**config.mk**
```make
export PLATFORM = sky130hd
export DESIGN_NAME = chrg_mul
export DESIGN_NICKNAME = d
export VERILOG_FILES = /design/src/sv/chrg_pkg.sv /design/src/sv/chrg_mul.sv
export SDC_FILE = /design/constraint.sdc
export NUM_CORES = 2
export LEC_CHECK = 0
export ABC_AREA = 1
export BUFFER_PORTS_ARGS = -buffer_cell sky130_fd_sc_hd__buf_2
export CAP_MARGIN = 20
export CORE_ASPECT_RATIO = 1.25
export CORE_MARGIN = 2
export CORE_UTILIZATION = 50
export CTS_CLUSTER_DIAMETER = 120
export CTS_CLUSTER_SIZE = 10
export DETAILED_ROUTE_END_ITERATION = 10
export MAX_ROUTING_LAYER = met4
export PLACE_DENSITY = 0.66
export SYNTH_ARGS = -nofsm -noshare
export SYNTH_HDL_FRONTEND = slang
export SYNTH_SLANG_ARGS = --single-unit
```
**constraint.sdc**
```tcl
create_clock -name i_clk -period 6.3 [get_ports i_clk]
set_input_delay 0.315 -clock i_clk [delete_from_list [all_inputs] [get_ports i_clk]]
set_output_delay 0.315 -clock i_clk [all_outputs]
set_load 0.05 [all_outputs]
```
**src/sv/chrg_pkg.sv**
```systemverilog
`timescale 1ns / 1ps
`default_nettype none

package chrg_pkg;

    // hash round keys
    localparam logic [63:0] HASH_K0 = 64'h73ae2743a3eab13c;
    localparam logic [63:0] HASH_K1 = 64'h53a75d3f2123bda1;
    localparam logic [63:0] HASH_K2 = 64'h42a3bcba71a72843;

    localparam int unsigned SEED_W = 64;
    localparam int unsigned DRAW_W = 16;
    localparam int unsigned OPA_W  = 33;  // |hi - lo| needs 33 bits
    localparam int unsigned OPB_W  = 32;  // one half of the Q0.63 fraction
    localparam int unsigned PROD_W = OPA_W + OPB_W;

    // operation codes
    localparam logic [2:0] OP_USHORT  = 3'd0;
    localparam logic [2:0] OP_SSHORT  = 3'd1;
    localparam logic [2:0] OP_WORD    = 3'd2;
    localparam logic [2:0] OP_UNIFORM = 3'd3;
    localparam logic [2:0] OP_GAUSS   = 3'd4;

    // configuration register indexes
    localparam logic CFG_SEED   = 1'b0;
    localparam logic CFG_RESEED = 1'b1;

    typedef struct packed {
        logic              start;
        logic [SEED_W-1:0] seed;
    } t_hash_req;

    typedef struct packed {
        logic              done;
        logic [DRAW_W-1:0] value;
    } t_hash_rsp;

    typedef struct packed {
        logic [OPA_W-1:0] a;
        logic [OPB_W-1:0] b;
    } t_mul_req;

endpackage

`default_nettype wire

```
**src/sv/chrg_mul.sv**
```systemverilog
`timescale 1ns / 1ps
`default_nettype none

// Registered multiplier for the range scaling.
module chrg_mul
    import chrg_pkg::*;
(
    input  wire logic        i_clk,
    input  wire t_mul_req    i_req,
    output logic [PROD_W-1:0] o_prod
);

    logic [PROD_W-1:0] r_prod;

    always_ff @(posedge i_clk) begin
        r_prod <= PROD_W'(i_req.a) * PROD_W'(i_req.b);
    end

    assign o_prod = r_prod;

endmodule

`default_nettype wire

```
# Yosys cells after proc, flatten, opt, wreduce, memory -nomap -nowiden
# Cells that the tools add are included.
# classes
multipliers	1
# ops
op	count
33-bit by 32-bit multiplier with 65-bit output	1
# totals
input_bits	66
output_inout_bits	65
reg_bits	65
wordCells	2

# Longest topological paths before layout
# logic_depth
ltp_word	1
mapped_depth	31
depth_no_buf	29

# Worst setup path before layout
# Ideal clock, no wire load.
# synth_timing
path_type	input to register
start	input port i_req[8] (netlist bit)
end	register r_prod[63] (netlist: o_prod[63])
path_buffers	2
setup_time_ns	0.112
stages	27
t_required_ns	6.188
path_slack_ns	-0.046
arrival_ns	6.234
cell_sequence	clkbuf_1 clkbuf_1 nand2_1 fa_1 inv_1 fa_1 fa_1 inv_1 fa_1 inv_1 fa_1 fa_1 fa_1 inv_1 fa_1 inv_1 ha_1 nand2_1 inv_1 a21oi_1 nand2_1 nand2_1 nand2_1 a21oi_1 nand2_1 nand2_1 nand2_1
# synth_via
elab_chain_cells	1
# synth_lines
item	line	source
start, declared	chrg_mul.sv:9	input wire t_mul_req i_req,
33-bit by 32-bit multiplier with 65-bit output	chrg_mul.sv:16	r_prod <= PROD_W'(i_req.a) * PROD_W'(i_req.b);
end signal, assigned	chrg_mul.sv:16	
end, declared	chrg_mul.sv:13	logic [PROD_W-1:0] r_prod;
# Every way passes these cells.

# Worst setup path in the final report
# layout_timing
start	input port i_req[38] (netlist bit)
end	register r_prod[54] (netlist: o_prod[54])
# Same word-level chain as after synthesis.

==> impl_metrics.tcl <==
set metrics [dict create \
    maxCapViolations 0 \
    endpoint_kind "flip-flop" \
    first_global_vias 33715 \
    initial_core_util 0.5030 \
    largest_register_ffs 65 \
    crit_arrival_ns 6.39 \
    first_pass_iters 7 \
    grt_overflow_total 0 \
    cts.htree.levels 3 \
    portBuffers 130 \
    start_kind "input pin" \
    ys_top_cells_by_area "fa_1 (49%), inv_1 (17%), nand2_1 (16%)" \
    fp.dieH_um 312.7 \
    core-area_um2 75780 \
    cts.sinks 65 \
    clockBufferDepth 2 \
    drtIter0Drc 1634 \
    hold_viol 0 \
    die_x_um 251.0 \
    synth-async-reset-ratio 0 \
    path_max_fanout 6 \
    rows 113 \
    grtUsageMet3 0.02159 \
    synth_top_cells_by_count "inv_1 (1689), nand2_1 (1607), fa_1 (926)" \
    synth_most_common_cell "inv_1" \
    synth_nets 6351 \
    whs_ns 0.6012 \
    syn_area_per_cell_um2 7.482 \
    vias 31125 \
    yosys.area.top_type_share 0.4863 \
    synth_area_um2 38120 \
    ys_ff_latch 65 \
    slowest_delay_ns 0.67 \
    period_share 0.9766 \
    grt_util_met2 0.5414 \
    grt_max_degree 25 \
    synth_ff_type "dfxtp_1" \
    setup_viol 0 \
    min_period_ns 6.152 \
    holdCritPathClass "input pin to flip-flop" \
    slowest_stage "fa_2" \
    crit_chain "buf_12 > buf_6 > nand2_2 > fa_1 > inv_2 > fa_1 > fa_1 > fa_2 > fa_1 > fa_1 > fa_1 > inv_2 > fa_1 > inv_2 > ha_4 > nand2_4 > nor2_4 > inv_2 > nor3_4 > nand2_1 > nor2_1 > nand2_1 > nand4_1 > nand2_1" \
    grt_antenna_before_repair 3 \
    grt_pass1_wl_um 175900 \
    hold_buffers 0 \
    synth.largest_area_cell "fa_1" \
    max_freq_mhz 162.5 \
    cts_tree "done" \
    status "complete, no violations" \
    crit_type "input pin to flip-flop" \
    rsz0062_at_grt "yes" \
    synth_warnings 0 \
    tightest_slew_ns 0.4495 \
    vias_per_cell 4.898 \
    ys_types 27 \
    ys_seq_area_frac 0.03414 \
    drc 0 \
    place_congestion 0.9557 \
    io_pins 131 \
    ant_nets 0 \
    whs_endpoint "o_prod[0]" \
    cts_root_buffer "clkbuf_16" \
    nNetsFinal 6626 \
    hold_path_depth 4 \
    synth_edf_count 0 \
    grt_most_used_layer "met2" \
    holdCritStartpoint "i_req[32]" \
    drive_above_1_share 0.1425 \
    wl_um 110200 \
    wl_per_cell_um 17.34 \
    numCtsBuffers 9 \
    maxSlewViolCount 0 \
    relSlewSlack 0.7004 \
    synthCells 5095 \
    area_growth_pct 15.20 \
    grt_use_total 0.2977 \
    die-area_um2 78480 \
    dp_hpwl_um 97170 \
    crit_top_cell "fa_1" \
    clkTransAtPathRegs_ns 0.07 \
    worst_ep_required_time_ns 6.54 \
    use_met1 0.3315 \
]
[cells in the final DEF, fill, tap and decap left out, types with 5 or more instances in the layout]
cell type,synthesis,final
a21oi_1,41,22
a21oi_2,0,18
buf_12,0,28
buf_2,0,74
buf_4,0,308
buf_6,0,59
buf_8,0,14
clkbuf_16,0,12
clkbuf_4,0,5
dfxtp_1,65,65
fa_1,926,888
fa_2,0,38
ha_1,264,233
ha_2,0,10
ha_4,0,21
inv_1,1689,1658
inv_2,2,33
nand2_1,1607,1553
nand2_2,19,63
nand2_4,0,10
nand3_1,56,52
nand3_2,5,8
nand4_1,13,13
nor2_1,101,71
nor2_2,13,27
nor2_4,2,18
nor3_1,8,8
o21bai_1,7,7
xor2_1,32,30
[cells by family (layout without fill, tap and decap cells)]
kind of cell,count (synthesis),in the layout,synth area share
xor gates and xnor gates,36,36,0.008271
buffers and inverters,1919,2199,0.1890
and+or+nand+nor,1833,1833,0.1882
other,0,3,0
AOI/OAI and AO/OA,52,52,0.007451
adders and majority gates,1190,1190,0.5730
DFF,65,65,0.03414
[how the worst max path moves through the flow]
stage | start | end | slack, ns | cells after the start
floorplan | i_req[10] | o_prod[63] | 0.03 | 27
global placement | i_req[8] | o_prod[51] | -0.63 | 25
detailed placement | i_req[8] | o_prod[63] | -0.68 | 26
CTS | i_req[52] | o_prod[53] | 0.0003 | 24
global route | i_req[13] | o_prod[54] | -0.04 | 28
finish | i_req[38] | o_prod[54] | 0.15 | 24
[stage by stage]
step	instances	instance area [um2]	TNS [ns]	utilization	worst slack, ns
2_1_floorplan	5095	38130	0	-	0.02731
3_3_place_gp	6315	41940	-24.00	0.5535	-0.6323
3_5_place_dp	6315	41940	-25.42	0.5535	-0.6794
4_1_cts	6332	42440	0	0.5600	0.0003197
5_1_grt	6355	43910	-0.1734	0.5795	-0.03961
6_report	6355	43910	0	0.5795	0.1477
[repair_timing]
item / in CTS / in global routing
gates resized for setup: 51 / 399
endpoints found under the hold margin: 0 / 0
buffers inserted: 1 / 18
setup endpoints to repair: 45 / 51
pin swaps: 8 / 119
gates cloned: 0 / 4
[critical path: cells and delay by family]
kind                     cells  cell delay, ns
adder cells (fa/ha/maj)      9            4.66
buffers and inverters        6            0.44
AND/OR/NAND/NOR              9            0.95
[area by class of cell]
type                       instances  area, um2
clock buffer                       9      225.2
clock inverter                     7      85.08
tap                              977       1222
sequential                        65       1301
fill                            7008      31870
inverter                        1692       6351
antenna                            3      7.507
multi-input combinational       3111      30490
timing repair buffer             491       4230
[metal layers]
layer	up-vias	wire length, um
met4	0	6789
met3	294	4367
met5	-	0
met2	847	58870
li1	14381	-
met1	15603	40170
Power is left out: the tool's default activity adds up to more than one toggle a clock period on the data nets, which glitch-free logic cannot reach.
