==> src/sv/chrg_pkg.sv <==
`timescale 1ns / 1ps
`default_nettype none

package chrg_pkg;

    // hash round keys
    localparam logic [63:0] HASH_K0 = 64'h73ae2743a3eab13c;
    localparam logic [63:0] HASH_K1 = 64'h53a75d3f2123bda1;
    localparam logic [63:0] HASH_K2 = 64'h42a3bcba71a72843;

    localparam int unsigned SEED_W = 64;
    localparam int unsigned DRAW_W = 16;
    localparam int unsigned OPA_W  = 33;  // |hi - lo| needs 33 bits
    localparam int unsigned OPB_W  = 32;  // one half of the Q0.63 fraction
    localparam int unsigned PROD_W = OPA_W + OPB_W;

    // operation codes
    localparam logic [2:0] OP_USHORT  = 3'd0;
    localparam logic [2:0] OP_SSHORT  = 3'd1;
    localparam logic [2:0] OP_WORD    = 3'd2;
    localparam logic [2:0] OP_UNIFORM = 3'd3;
    localparam logic [2:0] OP_GAUSS   = 3'd4;

    // configuration register indexes
    localparam logic CFG_SEED   = 1'b0;
    localparam logic CFG_RESEED = 1'b1;

    typedef struct packed {
        logic              start;
        logic [SEED_W-1:0] seed;
    } t_hash_req;

    typedef struct packed {
        logic              done;
        logic [DRAW_W-1:0] value;
    } t_hash_rsp;

    typedef struct packed {
        logic [OPA_W-1:0] a;
        logic [OPB_W-1:0] b;
    } t_mul_req;

endpackage

`default_nettype wire

==> src/sv/chrg_hash.sv <==
`timescale 1ns / 1ps
`default_nettype none

// Iterative hash: one round per cycle, three rounds per hash.
module chrg_hash
    import chrg_pkg::*;
(
    input  wire logic      i_clk,
    input  wire logic      i_rst_n,
    input  wire t_hash_req i_req,
    output t_hash_rsp      o_rsp
);

    logic [SEED_W-1:0] r_r, n_r;
    logic [1:0]        r_rnd, n_rnd;
    logic              r_busy, n_busy;
    logic              r_done, n_done;

    function automatic logic [SEED_W-1:0] round_key(input logic [1:0] idx);
        logic [SEED_W-1:0] k;
        case (idx)
            2'd0:    k = HASH_K0;
            2'd1:    k = HASH_K1;
            default: k = HASH_K2;
        endcase
        return k;
    endfunction

    // add key, times -7, xor key >> 7, xor self >>> 11
    function automatic logic [SEED_W-1:0] hash_round(input logic [SEED_W-1:0] r,
                                                    input logic [SEED_W-1:0] k);
        logic [SEED_W-1:0] x;
        logic [SEED_W-1:0] y;
        x = r + k;
        y = x - (x << 3);
        y = y ^ (k >> 7);
        y = y ^ SEED_W'($signed(y) >>> 11);
        return y;
    endfunction

    // round sequencer
    always_comb begin
        n_r    = r_r;
        n_rnd  = r_rnd;
        n_busy = r_busy;
        n_done = 1'b0;
        if (i_req.start) begin
            n_r    = i_req.seed;
            n_rnd  = 2'd0;
            n_busy = 1'b1;
        end else if (r_busy) begin
            n_r = hash_round(r_r, round_key(r_rnd));
            if (r_rnd == 2'd2) begin
                n_busy = 1'b0;
                n_done = 1'b1;
            end else begin
                n_rnd = r_rnd + 2'd1;
            end
        end
    end

    always_ff @(posedge i_clk) begin
        r_r <= n_r;
        if (!i_rst_n) begin
            r_rnd  <= 2'd0;
            r_busy <= 1'b0;
            r_done <= 1'b0;
        end else begin
            r_rnd  <= n_rnd;
            r_busy <= n_busy;
            r_done <= n_done;
        end
    end

    assign o_rsp.done  = r_done;
    assign o_rsp.value = r_r[DRAW_W-1:0];

endmodule

`default_nettype wire

==> config.mk <==
export PLATFORM = sky130hd
export DESIGN_NAME = chrg_hash
export DESIGN_NICKNAME = d
export VERILOG_FILES = /design/src/sv/chrg_pkg.sv /design/src/sv/chrg_hash.sv
export SDC_FILE = /design/constraint.sdc
export NUM_CORES = 1
export LEC_CHECK = 0
export ABC_AREA = 1
export BUFFER_PORTS_ARGS = -buffer_cell sky130_fd_sc_hd__buf_2
export CORE_MARGIN = 4
export CORE_UTILIZATION = 37
export CTS_CLUSTER_SIZE = 14
export DETAILED_ROUTE_END_ITERATION = 10
export GPL_TIMING_DRIVEN = 1
export SYNTH_ARGS = -nofsm -noshare
export SYNTH_HDL_FRONTEND = slang
export SYNTH_SLANG_ARGS = --single-unit
==> constraint.sdc <==
create_clock -name i_clk -period 6.3 [get_ports i_clk]
set_input_delay 1.575 -clock i_clk [delete_from_list [all_inputs] [get_ports i_clk]]
set_output_delay 1.575 -clock i_clk [all_outputs]
set_load 0.01 [all_outputs]
# Word-level counts from Yosys, hierarchy flattened
# Cells that the tools add are included.
# classes
n_eq_ne	2
reduce_logical	5
bitwise_logic	5
muxes	9
addsub	3
# ops
cell	n
$mux 64	4
$pmux 62 s2	1
$add 64x64->64	1
$sub 64x64->64	1
$xor 64x57->64	1
$xor 64x64->64	1
$mux 1	4
$not 1->1	3
$reduce_or 3->1	1
$add 2x1->2 const B	1
$eq 2x1->1 const B	1
$eq 2x2->1 const B	1
$logic_not 2->1	1
$reduce_and 2->1	1
$reduce_bool 2->1	1
$reduce_or 2->1	1
# word_totals
in_bits	67
ff_bits	68

# Depth between registers and ports, before layout
# depth
depth_word	10
depth_mapped	40
depth_no_buf	39

# Least setup slack after synthesis
# Ideal clock, no wire load.
# synth_path
path_type	reg2reg
startpoint	register r_rnd[0]
endpoint	register r_r[56] (data pin)
stages_incl_launch_ff	35
period_less_slack_ns	5.386
setup_slack_ns	0.914
arrival_time_ns	5.132
path_buffers	3
cell_sequence	dfxtp_1 > inv_1 > ha_1 > nor2_4 > buf_6 > buf_1 > ha_1 > nand2_1 > nor2_1 > nand2_1 > nor2_1 > nand4_1 > nand3_1 > inv_1 > o21a_1 > o221ai_1 > a21oi_1 > o21ai_0 > inv_1 > o21ai_0 > xor2_1 > inv_1 > ha_1 > inv_1 > nor3_1 > nand2_1 > nor2_2 > nand4_2 > nand3_2 > nand2_1 > nand2_2 > buf_6 > nand2_1 > nand3_1 > nand2_1
# synth_via
elab_chain_len	10
elab_cells_between_ends	11
cone_classes	add/sub: 2; eq/ne: 1; mux: 5; bitwise: 2; reduce/logical: 1
# synth_rtl
element	line_no	text
start, declared	chrg_hash.sv:15	logic [1:0] r_rnd, n_rnd;
start signal, assigned	chrg_hash.sv:69	r_rnd <= n_rnd;
$eq 2x1->1 or $logic_not 2->1 (tied branches)	chrg_hash.sv:21	case (idx)
$pmux 62 s2 (*)	chrg_hash.sv:21	
$mux 64 (*)	chrg_hash.sv:51	end else if (r_busy) begin
$mux 64 (*)	chrg_hash.sv:47	if (i_req.start) begin
$add 64x64->64 (*)	chrg_hash.sv:34	x = r + k;
$sub 64x64->64 (*)	chrg_hash.sv:35	y = x - (x << 3);
$xor 64x57->64 (*)	chrg_hash.sv:36	y = y ^ (k >> 7);
$xor 64x64->64 (*)	chrg_hash.sv:37	y = y ^ SEED_W'($signed(y) >>> 11);
$mux 64 (*)	chrg_hash.sv:51	
$mux 64 (*)	chrg_hash.sv:47	
net n_r[56]	chrg_hash.sv:14	logic [SEED_W-1:0] r_r, n_r;
end signal, assigned	chrg_hash.sv:63	r_r <= n_r;
end, declared	chrg_hash.sv:14	
# The timed path passes the listed nets; every way through them passes the cells marked *. The select of a mux whose other input is x is not followed.
# A chain may end at the register's enable or synchronous reset.

# Worst setup path after layout
# layout_path
startpoint	register r_rnd[0]
endpoint	register r_r[41] (data pin)
# layout_via
elab_chain_len	10
elab_cells_between_ends	11
cone_classes	add/sub: 2; eq/ne: 1; mux: 5; bitwise: 2; reduce/logical: 1
# layout_rtl
element	line_no
$eq 2x1->1 or $logic_not 2->1 (tied branches)	chrg_hash.sv:21
$pmux 62 s2 (*)	chrg_hash.sv:21
$mux 64 (*)	chrg_hash.sv:51
$mux 64 (*)	chrg_hash.sv:47
$add 64x64->64	chrg_hash.sv:34
$sub 64x64->64	chrg_hash.sv:35
$xor 64x57->64 (*)	chrg_hash.sv:36
$xor 64x64->64 (*)	chrg_hash.sv:37
$mux 64 (*)	chrg_hash.sv:51
$mux 64 (*)	chrg_hash.sv:47
net n_r[41]	chrg_hash.sv:14
# Marks and branches as above.

==> key figures <==
Critical path
  – Kind of critical path: flip-flop to flip-flop
  – CP top delay family: simple AND/OR/NAND/NOR gates
  – Worst Path Max Fanout: 6
  – Worst path slowest cell: xor2_1
  – Slowest stage delay, CP: 0.63 ns
  – Worst setup SP type: flip-flop
  – CP most frequent cell: nand2_1
  – WP buf/inv: 5
  – Endpoint type of the worst setup path: flip-flop
  – Worst Path Arrival: 6.24 ns
  – Req. time, crit path: 6.38 ns

Placement
  – Placed instance area: 0.0150 sq mm
  – Post-DP HPWL: 55200 um
  – Pre-CTS WS: 0.0226 ns
  – Routability congestion estimate: 1.01
  – I/O Buffers: 83

Clock network
  – Clock Sinks: 68
  – H-tree depth: 3
  – Total CTS buffers: 9
  – Root Driver: clkbuf_16
  – CTS tree: done
  – Insertion delay to the later sink of the worst-skew pair: 0.34 ns
  – CTS max path bufs: 2
  – Clk slew on worst S/H paths: 0.06 ns

Global route
  – GRT overflow: 0
  – All-Layer GR Usage: 29.7%
  – Global route hottest layer: met2
  – Vias in the first global route: 15.3k
  – Met1 track demand over resource: 44.2%
  – GRT met3 Usage: 3.72%
  – Largest net degree at the start of global routing: 90
  – First-pass GRT wire length: 92000 um
  – GR Util met2: 45.9%
  – Initial antenna violation count: 1

Timing
  – FMAX: 0.162 GHz
  – Setup violators final: 0
  – Final Cycle Share: 97.7%
  – Max-slew violations: 0
  – Final Worst Setup Slack: 0.144 ns
  – Worst-margin pin slew: 0.847 ns
  – Shortest period the worst path allows: 6.16 ns
  – Relative slew slack: 43.6%
  – Final number of hold-violating endpoints: 0
  – Clock Skews: 0.0118 ns
  – RSZ-0062 raised after global routing: yes

Cells and area
  – Number of fill cells: 4225
  – Cell area after layout: 0.0154 sq mm
  – Syn-to-layout area delta: 10.5%
  – Final nets: 2738
  – Share of layout cells above drive strength 1: 10.7%

Die
  – Top Ports: 84
  – Die area: 0.0409 sq mm
  – Die X: 202 um
  – Core Area: 0.0369 sq mm
  – Initial Utilization: 37.8%
  – Die Height: 202 um
  – Row Count: 70

Routing
  – WL/cell: 20.3 um
  – First-pass DRT Iterations: 6
  – Via Count: 16.4k
  – Drt total wl: 63100 um
  – DR DRC count: 0
  – Vias per cell: 5.29
  – Initial DRC Count: 1751
  – Final ANT Viol Nets: 0

Logic synthesis
  – Synth area leaders: nand2_1 (25%), edfxtp_1 (14%), inv_1 (10%)
  – Netlist Area Pre-Place: 0.0139 sq mm
  – Ys flop type: edfxtp_1
  – Synth cell count leaders: nand2_1 (913), inv_1 (376), nor2_1 (230), nand3_1 (177), a21oi_1 (118)
  – Async set-reset flop share out of synthesis: 0%
  – #FFs+latches synth: 68
  – YS warnings: 0
  – Top-area cell type share of the netlist area: 24.6%
  – Syn avg cell area: 5.58 sq um
  – Synth cell types: 53
  – Register area share after synthesis: 14.4%
  – Syn Nets: 2640
  – Cells after synthesis: 2497
  – Largest area contributor in the netlist: nand2_1
  – Top-count cell post-synth: nand2_1
  – Number of synthesized flops with an enable pin: 64

Flow run
  – Max-cap check violation count: 0

Hold path
  – Min-Delay Path Class: flip-flop to flip-flop

Status
  – Outcome: completed
## final timing paths
path	start	endpoint	slack, ns	depth (start not counted)
setup / recovery	r_rnd[0]$_SDFFE_PP0P_	r_r[41]$_DFFE_PP_	0.14	31
hold / removal	r_busy$_SDFF_PN0_	r_done$_SDFF_PP0_	0.45	2
setup reg to reg	r_rnd[0]$_SDFFE_PP0P_	r_r[41]$_DFFE_PP_	0.14	31
hold reg to reg	r_busy$_SDFF_PN0_	r_done$_SDFF_PP0_	0.45	2
## cells in the final DEF (no fill, tap or decap), types with 3 or more instances in the layout
cell / count
a21boi_0: 4
a21o_1: 3
a21oi_1: 118
a21oi_2: 3
a31oi_1: 8
and2_1: 3
buf_2: 83
buf_4: 47
clkbuf_16: 9
clkinv_1: 3
dfxtp_1: 4
edfxtp_1: 64
ha_1: 74
inv_1: 376
inv_2: 15
nand2_1: 911
nand2_2: 40
nand2_4: 7
nand3_1: 176
nand3_2: 8
nand3b_1: 6
nand4_1: 67
nor2_1: 229
nor2_2: 25
nor2_4: 4
nor3_1: 17
nor3_2: 10
o211ai_1: 5
o21a_1: 7
o21ai_0: 67
o21ai_1: 15
o21ai_2: 4
o21bai_1: 7
o31ai_1: 4
or2_1: 4
xnor2_1: 40
xor2_1: 100
xor2_2: 7
## cells by family (layout without fill, tap and decap cells)
kind of cell / count (synthesis) / count (layout) / synth area share, %
xor+xnor: 147 / 147 / 9.45
compound gates: 255 / 255 / 10.1
simple gates: 1512 / 1512 / 46.4
flops: 68 / 68 / 14.4
fa+ha+maj: 76 / 76 / 6.87
other cells: 0 / 1 / 0
buf+inv: 439 / 542 / 12.8
## per-stage QoR
| step | hold WS [ns] | utilization, % | TNS, ns | cells |
|---|---|---|---|---|
| detailed placement | 0.450 | 40.7 | 0 | 3084 |
| floorplan | 0.415 | - | 0 | 2497 |
| finish | 0.448 | 41.8 | 0 | 3105 |
| global placement | 0.448 | 40.7 | 0 | 3084 |
| global route | 0.479 | 41.8 | -0.0785 | 3105 |
| CTS | 0.453 | 41.5 | 0 | 3100 |
## per-layer routing
metal  routed length, um  up-vias
li1                    -     8097
met1               29500     7664
met2               26700      600
met3                5320       73
met4                1560        0
met5                   0        -
## repair_timing
item / 4_1_cts / 5_1_grt
endpoints found under the setup margin: 0 / 41
gates resized for setup: 0 / 18
setup buffers: 0 / 4
hold endpoints to repair: 0 / 0
hold buffers: 0 / 0
## flip-flops by register name, indices dropped and copies added (netlist names)
name	count
r_r	64
r_busy	1
r_rnd	2
r_done	1
## final cells by class
| type | count | area, sq um | share of cell area (%) |
|---|---|---|---|
| timing repair buffer | 130 | 768 | 4.98 |
| sequential | 68 | 2000 | 13.0 |
| antenna | 1 | 2.50 | 0.0162 |
| clock buffer | 12 | 256 | 1.66 |
| multi-input combinational | 1990 | 10200 | 66.4 |
| clock inverter | 4 | 25.0 | 0.162 |
| inverter | 396 | 1490 | 9.68 |
| tap | 504 | 631 | 4.09 |
## worst min-delay path: stages (launching register included)
cell and delay [ns]:
dfxtp_1 0.31, nand2_1 0.06, nor2_1 0.05
Power is not shown: default switching activity piles up to over one toggle a cycle in this logic, so the estimate is an artifact.
